File: src/design/sspd_pkg.sv
// Shared types and constants for the slope-sign peak detector.
// No dependencies; imported by every module of the block.
`default_nettype none

package sspd_pkg;

    // Fixed field widths of the stream and register interface
    localparam int SAMPLE_W = 16;
    localparam int POS_W    = 8;
    localparam int WIDTH_W  = 10;
    localparam int HALF_W   = 5;
    localparam int PEAKV_W  = 16;
    localparam int SIDE_W   = 9;
    localparam int CFG_AW   = 2;
    localparam int CFG_DW   = 16;

    // Bin counter: counts to 2*MAX_BINS-1 then folds back to MAX_BINS
    localparam int MAX_BINS = 256;
    localparam int CNT_W    = $clog2(2 * MAX_BINS);

    // Signed work width for run widths and the width threshold compare
    localparam int CMP_W    = WIDTH_W + 1;

    // Register indexes
    localparam logic [CFG_AW-1:0] CFG_HALF_WINDOW    = 2'd0;
    localparam logic [CFG_AW-1:0] CFG_MIN_PEAK_VALUE = 2'd1;
    localparam logic [CFG_AW-1:0] CFG_MIN_SIDE_WIDTH = 2'd2;

    typedef enum logic [1:0] {
        SLOPE_FLAT = 2'd0,
        SLOPE_FALL = 2'd1,
        SLOPE_RISE = 2'd2
    } slope_t;

    // One bin after the window stage: the new bin and its window taps
    typedef struct packed {
        logic [SAMPLE_W-1:0] sample;  // newest bin
        logic [SAMPLE_W-1:0] oldest;  // bin 2h back
        logic [SAMPLE_W-1:0] mid;     // bin h back (centre)
        logic [SAMPLE_W-1:0] side;    // bin h+1 back
        logic [POS_W-1:0]    center;  // centre position
        logic                first;   // first bin of the frame
        logic                judge;   // window full, slope valid
        logic                hzero;   // zero half window
        logic                last;
    } stage_t;

    typedef struct packed {
        logic                      accepted;
        logic [SAMPLE_W-1:0]       peak_value;
        logic signed [WIDTH_W-1:0] fall_width;
        logic signed [WIDTH_W-1:0] rise_width;
        logic [POS_W-1:0]          peak_pos;
    } result_t;

endpackage

`default_nettype wire

File: src/design/slope_sign_peak_detector.sv
// Slope-sign peak detector: each bin passes the window buffer stage, then the
// tracker and result register stage, whose output is m_tdata; throughput one
// bin per cycle unless a held result stalls the tracker. A held result only
// stalls the input when the next bin also produces a peak.
// rst_n (async, active low) clears frame state, handshakes and restores
// registers to half_window=1, min_peak_value=0, min_side_width=2.
`default_nettype none

module slope_sign_peak_detector
    import sspd_pkg::*;
#(
    parameter int MAX_HALF = 16
) (
    input  wire logic              clk,
    input  wire logic              rst_n,
    // Configuration write port
    input  wire logic              cfg_wr_en,
    input  wire logic [CFG_AW-1:0] cfg_addr,
    input  wire logic [CFG_DW-1:0] cfg_wdata,
    // Input bins
    input  wire logic              s_tvalid,
    output logic                   s_tready,
    input  wire logic [15:0]       s_tdata,   // [15:0] sample
    input  wire logic              s_tlast,   // last bin of the frame
    // Peak results
    output logic                   m_tvalid,
    input  wire logic              m_tready,
    output logic [47:0]            m_tdata    // [7:0] peak_pos, [17:8] rise_width,
                                              // [27:18] fall_width, [43:28] peak_value,
                                              // [44] accepted, [47:45] zero
);

    logic [HALF_W-1:0]  half_window_reg;
    logic [PEAKV_W-1:0] min_peak_value_reg;
    logic [SIDE_W-1:0]  min_side_width_reg;

    logic    stage_valid, take;
    stage_t  stage;
    result_t res;

    // Register file; the user must issue writes only while the block is idle (not enforced here)
    always_ff @(posedge clk or negedge rst_n)
    begin
        if (!rst_n)
        begin
            half_window_reg    <= HALF_W'(1);
            min_peak_value_reg <= '0;
            min_side_width_reg <= SIDE_W'(2);
        end
        else if (cfg_wr_en)
        begin
            case (cfg_addr)
                CFG_HALF_WINDOW:    half_window_reg    <= cfg_wdata[HALF_W-1:0];
                CFG_MIN_PEAK_VALUE: min_peak_value_reg <= cfg_wdata[PEAKV_W-1:0];
                CFG_MIN_SIDE_WIDTH: min_side_width_reg <= cfg_wdata[SIDE_W-1:0];
                default:            ;
            endcase
        end
    end

    // Stage 1: write the bin into the circular window and fetch the taps
    // at 2h, h and h+1 bins back (h clamped to MAX_HALF).
    sspd_window #(
        .MAX_HALF (MAX_HALF)
    ) u_window (
        .clk         (clk),
        .rst_n       (rst_n),
        .half_window (half_window_reg),
        .in_valid    (s_tvalid),
        .in_ready    (s_tready),
        .sample      (s_tdata[SAMPLE_W-1:0]),
        .last        (s_tlast),
        .take        (take),
        .stage_valid (stage_valid),
        .stage       (stage)
    );

    // Stage 2: slope classification, rise/fall run tracking and the
    // result register. A fall ending in a rise or flat emits one request.
    sspd_track u_track (
        .clk            (clk),
        .rst_n          (rst_n),
        .min_peak_value (min_peak_value_reg),
        .min_side_width (min_side_width_reg),
        .stage_valid    (stage_valid),
        .stage          (stage),
        .take           (take),
        .out_valid      (m_tvalid),
        .out_ready      (m_tready),
        .out_data       (res)
    );

    assign m_tdata = {3'b000, res.accepted, res.peak_value, res.fall_width,
                      res.rise_width, res.peak_pos};

endmodule

`default_nettype wire

File: src/design/sspd_window.sv
// Window stage: circular sample buffer, bin counter and tap reads.
// Depends on sspd_pkg.
`default_nettype none

module sspd_window
    import sspd_pkg::*;
#(
    parameter int MAX_HALF = 16
) (
    input  wire logic                clk,
    input  wire logic                rst_n,
    input  wire logic [HALF_W-1:0]   half_window,
    input  wire logic                in_valid,
    output logic                     in_ready,
    input  wire logic [SAMPLE_W-1:0] sample,
    input  wire logic                last,
    input  wire logic                take,
    output logic                     stage_valid,
    output stage_t                   stage
);

    localparam int HW    = $clog2(MAX_HALF + 1);
    localparam int AW    = $clog2(2 * MAX_HALF + 1);
    localparam int DEPTH = 2 ** AW;

    logic [SAMPLE_W-1:0] win_a_mem [DEPTH];
    logic [SAMPLE_W-1:0] win_b_mem [DEPTH];

    logic [AW-1:0]    wptr_reg, wptr_next;
    logic [CNT_W-1:0] cnt_reg, cnt_next;
    logic             valid_reg, valid_next;
    stage_t           stage_reg;

    logic [HW-1:0] h_eff;
    logic [AW-1:0] rd_old, rd_mid, rd_side;
    logic          accept;

    assign h_eff = (32'(half_window) > MAX_HALF) ? HW'(MAX_HALF) : HW'(half_window);

    assign rd_old  = wptr_reg - AW'({h_eff, 1'b0});
    assign rd_mid  = wptr_reg - AW'(h_eff);
    assign rd_side = wptr_reg - AW'(h_eff) - AW'(1);

    assign in_ready = !valid_reg || take;
    assign accept   = in_valid && in_ready;

    always_comb
    begin
        wptr_next  = wptr_reg;
        cnt_next   = cnt_reg;
        valid_next = valid_reg;
        if (take)
        begin
            valid_next = 1'b0;
        end
        if (accept)
        begin
            valid_next = 1'b1;
            wptr_next  = wptr_reg + AW'(1);
            if (last)
            begin
                cnt_next = '0;
            end
            else if (32'(cnt_reg) + 1 >= 2 * MAX_BINS)
            begin
                cnt_next = CNT_W'(MAX_BINS);
            end
            else
            begin
                cnt_next = cnt_reg + CNT_W'(1);
            end
        end
    end

    always_ff @(posedge clk or negedge rst_n)
    begin
        if (!rst_n)
        begin
            wptr_reg  <= '0;
            cnt_reg   <= '0;
            valid_reg <= 1'b0;
        end
        else
        begin
            wptr_reg  <= wptr_next;
            cnt_reg   <= cnt_next;
            valid_reg <= valid_next;
        end
    end

    // Buffer write and tap reads share the accept edge; reads see older bins only
    always_ff @(posedge clk)
    begin
        if (accept)
        begin
            win_a_mem[wptr_reg] <= sample;
            win_b_mem[wptr_reg] <= sample;
            stage_reg.oldest    <= win_a_mem[rd_old];
            stage_reg.mid       <= win_a_mem[rd_mid];
            stage_reg.side      <= win_b_mem[rd_side];
            stage_reg.sample    <= sample;
            stage_reg.center    <= POS_W'(cnt_reg - CNT_W'(h_eff));
            stage_reg.first     <= (cnt_reg == '0);
            stage_reg.judge     <= (32'(cnt_reg) >= 2 * 32'(h_eff));
            stage_reg.hzero     <= (h_eff == '0);
            stage_reg.last      <= last;
        end
    end

    assign stage_valid = valid_reg;
    assign stage       = stage_reg;

endmodule

`default_nettype wire

File: src/design/sspd_track.sv
// Slope tracking: classifies the centre slope, follows rise and fall runs
// and holds the result register. Depends on sspd_pkg.
`default_nettype none

module sspd_track
    import sspd_pkg::*;
(
    input  wire logic               clk,
    input  wire logic               rst_n,
    input  wire logic [PEAKV_W-1:0] min_peak_value,
    input  wire logic [SIDE_W-1:0]  min_side_width,
    input  wire logic               stage_valid,
    input  wire stage_t             stage,
    output logic                    take,
    output logic                    out_valid,
    input  wire logic               out_ready,
    output result_t                 out_data
);

    slope_t              prev_slope_reg, prev_slope_next;
    logic [POS_W-1:0]    rise_start_reg, rise_start_next;
    logic [POS_W-1:0]    rise_end_reg, rise_end_next;
    logic [POS_W-1:0]    fall_start_reg, fall_start_next;
    logic [SAMPLE_W-1:0] rise_end_value_reg, rise_end_value_next;
    logic [SAMPLE_W-1:0] fall_start_value_reg, fall_start_value_next;
    logic                out_valid_reg;
    result_t             out_reg;

    slope_t                  cur;
    logic                    start_rise, turn, emit, out_free;
    logic signed [CMP_W-1:0] rw, fw, min_w;
    logic [POS_W-1:0]        pos;
    logic [SAMPLE_W-1:0]     val;
    logic                    ok;

    always_comb
    begin
        if (stage.hzero || stage.sample == stage.oldest)
        begin
            cur = SLOPE_FLAT;
        end
        else if (stage.sample > stage.oldest)
        begin
            cur = SLOPE_RISE;
        end
        else
        begin
            cur = SLOPE_FALL;
        end
    end

    assign start_rise = stage.judge && prev_slope_reg == SLOPE_FLAT && cur == SLOPE_RISE;
    assign turn       = stage.judge && prev_slope_reg == SLOPE_RISE && cur == SLOPE_FALL;
    assign emit       = stage.judge && prev_slope_reg == SLOPE_FALL
                        && (cur == SLOPE_RISE || cur == SLOPE_FLAT);

    assign out_free = !out_valid_reg || out_ready;
    assign take     = stage_valid && (!emit || out_free);

    // Fall end is centre-1, so the fall width is centre - fall_start
    assign rw    = CMP_W'(rise_end_reg) - CMP_W'(rise_start_reg) + CMP_W'(1);
    assign fw    = CMP_W'(stage.center) - CMP_W'(fall_start_reg);
    assign min_w = CMP_W'(min_side_width);

    always_comb
    begin
        if (rise_end_value_reg < fall_start_value_reg)
        begin
            pos = fall_start_reg;
            val = fall_start_value_reg;
        end
        else
        begin
            pos = rise_end_reg;
            val = rise_end_value_reg;
        end
    end

    assign ok = (val > min_peak_value) && (rw >= min_w) && (fw >= min_w);

    always_comb
    begin
        prev_slope_next       = prev_slope_reg;
        rise_start_next       = rise_start_reg;
        rise_end_next         = rise_end_reg;
        fall_start_next       = fall_start_reg;
        rise_end_value_next   = rise_end_value_reg;
        fall_start_value_next = fall_start_value_reg;
        if (stage.first)
        begin
            rise_end_value_next   = stage.sample;
            fall_start_value_next = stage.sample;
        end
        if (start_rise)
        begin
            rise_start_next = stage.center;
        end
        else if (turn)
        begin
            rise_end_next         = stage.center - POS_W'(1);
            fall_start_next       = stage.center;
            rise_end_value_next   = stage.side;
            fall_start_value_next = stage.mid;
        end
        if (stage.judge)
        begin
            prev_slope_next = cur;
        end
        if (stage.last)
        begin
            prev_slope_next       = SLOPE_FLAT;
            rise_start_next       = '0;
            rise_end_next         = '0;
            fall_start_next       = '0;
            rise_end_value_next   = '0;
            fall_start_value_next = '0;
        end
    end

    always_ff @(posedge clk or negedge rst_n)
    begin
        if (!rst_n)
        begin
            prev_slope_reg       <= SLOPE_FLAT;
            rise_start_reg       <= '0;
            rise_end_reg         <= '0;
            fall_start_reg       <= '0;
            rise_end_value_reg   <= '0;
            fall_start_value_reg <= '0;
            out_valid_reg        <= 1'b0;
        end
        else
        begin
            if (take)
            begin
                prev_slope_reg       <= prev_slope_next;
                rise_start_reg       <= rise_start_next;
                rise_end_reg         <= rise_end_next;
                fall_start_reg       <= fall_start_next;
                rise_end_value_reg   <= rise_end_value_next;
                fall_start_value_reg <= fall_start_value_next;
            end
            if (take && emit)
            begin
                out_valid_reg <= 1'b1;
            end
            else if (out_ready)
            begin
                out_valid_reg <= 1'b0;
            end
        end
    end

    always_ff @(posedge clk)
    begin
        if (take && emit)
        begin
            out_reg.peak_pos   <= pos;
            out_reg.rise_width <= WIDTH_W'(rw);
            out_reg.fall_width <= WIDTH_W'(fw);
            out_reg.peak_value <= val;
            out_reg.accepted   <= ok;
        end
    end

    assign out_valid = out_valid_reg;
    assign out_data  = out_reg;

    // End of frame leaves the run tracker in its reset state
    assert property (@(posedge clk) disable iff (!rst_n)
        take && stage.last |=> prev_slope_reg == SLOPE_FLAT && rise_start_reg == '0
            && rise_end_value_reg == '0 && fall_start_value_reg == '0)
        else $error("run state not cleared after last bin");

    // A waiting result is never overwritten by a new peak
    assert property (@(posedge clk) disable iff (!rst_n)
        out_valid_reg && !out_ready |-> !(take && emit))
        else $error("pending result overwritten");

    // A bin that makes no peak is never held back by the output side
    assert property (@(posedge clk) disable iff (!rst_n)
        stage_valid && !emit |-> take)
        else $error("non-peak bin stalled");

    // A new peak is registered at the output as its bin leaves the stage
    assert property (@(posedge clk) disable iff (!rst_n)
        take && emit |=> out_valid_reg && out_reg.peak_value == $past(val))
        else $error("peak result not registered");

endmodule

`default_nettype wire
File: config.mk
export PLATFORM = sky130hd
export DESIGN_NAME = slope_sign_peak_detector
export DESIGN_NICKNAME = d
export VERILOG_FILES = /design/src/design/sspd_pkg.sv /design/src/design/slope_sign_peak_detector.sv /design/src/design/sspd_window.sv /design/src/design/sspd_track.sv
export SDC_FILE = /design/constraint.sdc
export NUM_CORES = 2
export LEC_CHECK = 0
export BUFFER_PORTS_ARGS = -buffer_cell sky130_fd_sc_hd__buf_2
export CORE_MARGIN = 1.5
export CORE_UTILIZATION = 45
export DETAILED_ROUTE_END_ITERATION = 8
export PLACE_DENSITY_LB_ADDON = 0.3
export SLEW_MARGIN = 0
export SYNTH_ARGS = -nofsm -noshare
export SYNTH_HDL_FRONTEND = slang
export SYNTH_SLANG_ARGS = --single-unit
File: constraint.sdc
create_clock -name clk -period 11.45 [get_ports clk]
set_input_delay 2.8625 -clock clk [delete_from_list [all_inputs] [get_ports clk]]
set_output_delay 2.8625 -clock clk [all_outputs]
set_load 0.1 [all_outputs]
======== Yosys cells after proc, flatten, opt, wreduce, memory -nomap -nowiden ========
Memories as Yosys holds them, arrays and structs flattened. A register that Yosys moved wholly into a read port is not among the register bits.
Index checks and enable logic that the tools add are counted.
operators by class
  $add $sub $neg .......................... 11
  multiply operators ...................... 0
  divide/modulo/power cells ............... 0
  magnitude comparators ................... 8
  equality and inequality tests ........... 8
  shifts and indexed selects .............. 0
  multiplexer cells ....................... 31
  bitwise gates (word level) .............. 0
  reduce and logical (&&, ||, !) cells .... 35
operator list
  kind                                                    number
  two-way mux 16 bit                                      9
  two-way mux 8 bit                                       9
  >= comparator 32 x 10 -> 1 bit (second input constant)  1
  > comparator 16 bit                                     2
  >= comparator 11 x 10 -> 1 bit                          2
  two-way mux 9 bit                                       2
  subtractor 8 x 8 -> 9 bit                               2
  == test 16 bit                                          1
  < comparator 16 bit                                     1
  adder 11 x 1 -> 11 bit (second input constant)          1
  logical AND 1 bit                                       11
  adder 9 x 1 -> 10 bit (second input constant)           1
  AND reduction 2 bit                                     5
  nonzero test 2 bit                                      5
  adder 9 x 1 -> 9 bit (second input constant)            1
  >= comparator 9 x 6 -> 1 bit                            1
  zero test 9 bit                                         1
  two-way mux 2 bit                                       4
  subtractor 8 x 1 -> 8 bit (second input constant)       1
  subtractor 8 x 5 -> 8 bit                               1
  adder 6 x 1 -> 6 bit (second input constant)            1
  == test 2 x 1 -> 1 bit (second input constant)          3
  == test 2 bit (second input constant)                   3
  zero test 2 bit                                         3
  11 further kinds                                        22
word-level totals
  flip-flop bits (word level) ............. 178
  latch bits .............................. 0
  RAM bits ................................ 2,048
  ROM bits ................................ 0
  bits of input ports ..................... 40
  output and inout port bits .............. 50
  word-level logic and storage cells ...... 119
  memories ................................ 2
memories
  memory              words  bits a word  read ports  clocked after Yosys merged registers in  write ports  RTL line           source
  u_window.win_a_mem  64     16           2           2                                        1            sspd_window.sv:26  logic [SAMPLE_W-1:0] win_a_mem [DEPTH];
  u_window.win_b_mem  64     16           1           1                                        1            sspd_window.sv:27  logic [SAMPLE_W-1:0] win_b_mem [DEPTH];

======== Logic depth before layout (Yosys ltp) ========
  word-level depth ........................ 13
  depth in mapped cells ................... 26
  gate-level depth less buffers ........... 16

======== Cells and area by module ========
Synthesis repeated with hierarchy kept, for this count alone.
second synthesis, totals
  cell total of the unflattened synthesis .. 3,678
  area total of the unflattened synthesis .. 67,745.0 sq um
by module, submodules not included
  module                    times used  cells an instance  area an instance (sq um)  sequential area each (sq um)
  sspd_window               1           2,932              59,236.8                  33,432.1
  sspd_track                1           678                7,292.0                   2,797.7
  slope_sign_peak_detector  1           68                 1,216.2                   753.2

======== Worst setup path before layout ========
No wires, ideal clock.
  kind .................................... input to output
  start ................................... in m_tready
  end ..................................... out s_tready
  arrival ................................. 3.982 ns
  data required time ...................... 8.588 ns
  slack ................................... 4.606 ns
  cell stages on the path ................. 3
  cell sequence ........................... nand2b_1 > nor2_1 > nand3_1
between the ends
  cells in the longest elaborated chain, start to end .. 4
RTL lines
  item                RTL line                        source
  start: declaration  slope_sign_peak_detector.sv:27  input wire logic m_tready,
  logical OR 1 bit    sspd_track.sv:57                assign out_free = !out_valid_reg || out_ready;
  logical OR 1 bit    sspd_track.sv:58                assign take = stage_valid && (!emit || out_free);
  logical AND 1 bit   sspd_track.sv:58
  logical OR 1 bit    sspd_window.sv:44               assign in_ready = !valid_reg || take;
  end: declaration    slope_sign_peak_detector.sv:22  output logic s_tready,
Every way passes these cells.

======== Worst setup path in the final report ========
  start ................................... reg u_window.wptr_reg[0]
  end ..................................... reg u_window.stage[21] (netlist name)
between the ends
  cells in the longest elaborated chain, start to end .. 2
RTL lines
  item                       RTL line           source
  start: declaration         sspd_window.sv:29  logic [AW-1:0] wptr_reg, wptr_next;
  start signal: assignment   sspd_window.sv:85  wptr_reg <= wptr_next;
  subtractor 6 x 5 -> 6 bit  sspd_window.sv:42  assign rd_side = wptr_reg - AW'(h_eff) - AW'(1);
  subtractor 6 x 1 -> 6 bit  sspd_window.sv:42
Every way passes these cells.
A chain may end at the register's enable or synchronous reset.

==> qor.yml <==
critical_path_class: "register to register"
rsz0062_at_grt: "false"
drc: 0
globalplace.congestion: 0.984
routed_via_density: 7.13
grt_pass1_vias: 47763
hp-start: "u_track.rise_end_reg[0]"
grt_pass1_wl_mm: 355
yosys_warnings: 0
min_period_over_period: 0.626
die_w_um: 396
cts_hold_buf: 0
tns_ns: 0
dieHeight_um: 396
io_buffers: 86
setup_viol: 0
relSlewSlack: 0.0311
first_iter_violations: 8721
syn_to_final_growth_pct: 10.7
htreeDepth: 4
path_cells: "inv_1, ha_4, inv_1, fa_4, inv_1, ha_4, buf_4, xor3_4, buf_12, mux2i_1, a32oi_1, o211ai_1, nor4_1, a31oi_1, a221oi_2"
yosysSeqAreaShare: 0.533
hold_viol: 0
synth_edf_count: 1144
cts_resized: 0
cp_top_family: "buffers and inverters"
startpoint: "u_window.wptr_reg[0]"
timing.rr.start: "u_window.wptr_reg[0]"
synthSimpleGateAreaFrac: 0.0861
wirelength_mm: 251
crit_path_frequent_cell: "inv_1"
final_common_cell: "edfxtp_1"
holdWs_ns: 0.503
synth_area_per_cell_um2: 14.2
grt_max_degree: 173
drtAntennaViolNets: 0
grt-ovfl-total: 0
async_reset_ff_frac: 0.0841
crit_buf_inv: 5
synth_seq_cells: 1249
core-area_mm2: 0.153
hold_class: "register to register"
reg2reg_depth: 15
synthAdderAreaFrac: 0.0209
firstDrtPassIters: 7
multi_input_area_mm2: 0.0310
synth_xor_xnor_area_share: 0.00631
clkTransAtPathRegs_ns: 0.07
synth_cells: 4893
placed_area_mm2: 0.0722
cp-endpoint: "u_window.stage[21]"
synth_compound_area_frac: 0.0735
cp-start-kind: "register"
max_stage_delay_ns: 1.05
antenna_found_initial: 15
worst-path-stages: 15
clockBufferDepth: 3
required_ns: 12.08
largest_reg_flops: 1008
initial_utilization: 0.455
numCtsBuffers: 138
ff_latch_area_mm2: 0.0370
grt_usage: 0.317
tritoncts: "yes"
cpMaxStageDelayCell: "xor3_4"
arrival_ns: 7.80
final_cell_area_mm2: 0.0769
rr_endpoint: "u_window.stage[21]"
rows: 143
synth_area_mm2: 0.0694
cts.sinks: 1249
synth_mux_area_frac: 0.250
post_cts_buffers: 0
synth_ff_type: "edfxtp_1"
status: "completed"
finClkSkew_ns: 0.0290
ios: 90
layout_common_cells: "edfxtp_1, nand2_1, mux4_2, mux2i_1, nand3_1"
period_minus_slack_ns: 7.17
vias: 49896
worstSkewPairLatency_ns: 0.80
dieArea_mm2: 0.157
synth_top_family_by_area: "multiplexers"
drive_gt1_frac: 0.253
end_kind: "register"
critPathMaxFanout: 172
post_drt_wl_per_cell_um: 35.9
worst_pin_slew_ns: 1.44
r2r_slack_ns: 4.28
fill_cells: 12723
ctsRootBufferMaster: "clkbuf_16"
fmax_ghz: 0.140
finalMaxSlewViolations: 0
dp_hpwl_mm: 154
synth_cell_types: 79
utilization: 0.504
fin_nets: 5000
max_cap_violations: 0
cells by family after synthesis:
group,Yosys count
AO/OA/AOI/OAI,741
XOR/XNOR,45
adder cells (fa/ha/maj),113
buffers and inverters,492
flip-flops,1249
multiplexers,923
other,1
AND/OR/NAND/NOR,1329
layer usage:
metal  wire [µm]  GRT usage  vias to the layer above
li1            -          -                    19683
met1       90000      0.423                    25032
met2      107000      0.450                     4381
met3       40500      0.129                      778
met4       13400      0.149                       22
met5         134          0                        -
through the flow:
step / std cells / worst slack [ns]
after global placement: 6737 / 4.10
after CTS: 6990 / 4.62
final: 6996 / 4.28
after detailed placement: 6737 / 4.10
after floorplan: 4895 / 4.61
after global routing: 6990 / 4.14
layout make-up:
type                    count  area share
diodes                      6    0.000195
well taps                2030      0.0330
inverters                 102     0.00500
clock inverters            87      0.0115
multi-input cells        3154       0.403
repair buffers            202      0.0178
clock buffers             166      0.0483
flip-flops and latches   1249       0.481
worst min path at each step:
stage                                         end  cells past startpoint
after detailed placement  u_track.rise_end_reg[0]                      2
final                     u_track.rise_end_reg[0]                      2
after global placement    u_track.rise_end_reg[0]                      2
after floorplan           u_track.rise_end_reg[0]                      2
after CTS                 u_track.rise_end_reg[0]                      2
after global routing        min_peak_value_reg[4]                      1
worst reg2reg max path, cell delays in order, from the launching register on:
cell	delay (ns)
dfrtp_4	0.73
inv_1	0.28
ha_4	0.23
inv_1	0.07
fa_4	0.64
inv_1	0.14
ha_4	0.43
buf_4	0.46
xor3_4	1.07
buf_12	0.61
mux2i_1	0.45
a32oi_1	0.20
o211ai_1	0.11
nor4_1	0.95
a31oi_1	0.28
a221oi_2	0.35
cell usage after synthesis, drive strengths merged, types with 36 or more instances:
master,n,area (µm²)
edfxtp,1144,34400
nand2,642,2410
mux4,640,14400
nor2,214,806
buf,212,1060
mux2i,197,1980
nand3,192,971
clkbuf,178,668
o21ai,136,681
a21oi,132,668
o22ai,119,744
ha,108,1350
dfrtp,103,2580
inv,101,379
mux2,86,968
a32oi,74,648
nand4,47,294
nor3,42,215
o22a,40,350
nor2b,36,225
Power is left out: the tool's default activity adds up to more than one toggle a clock period on the data nets, which glitch-free logic cannot reach.
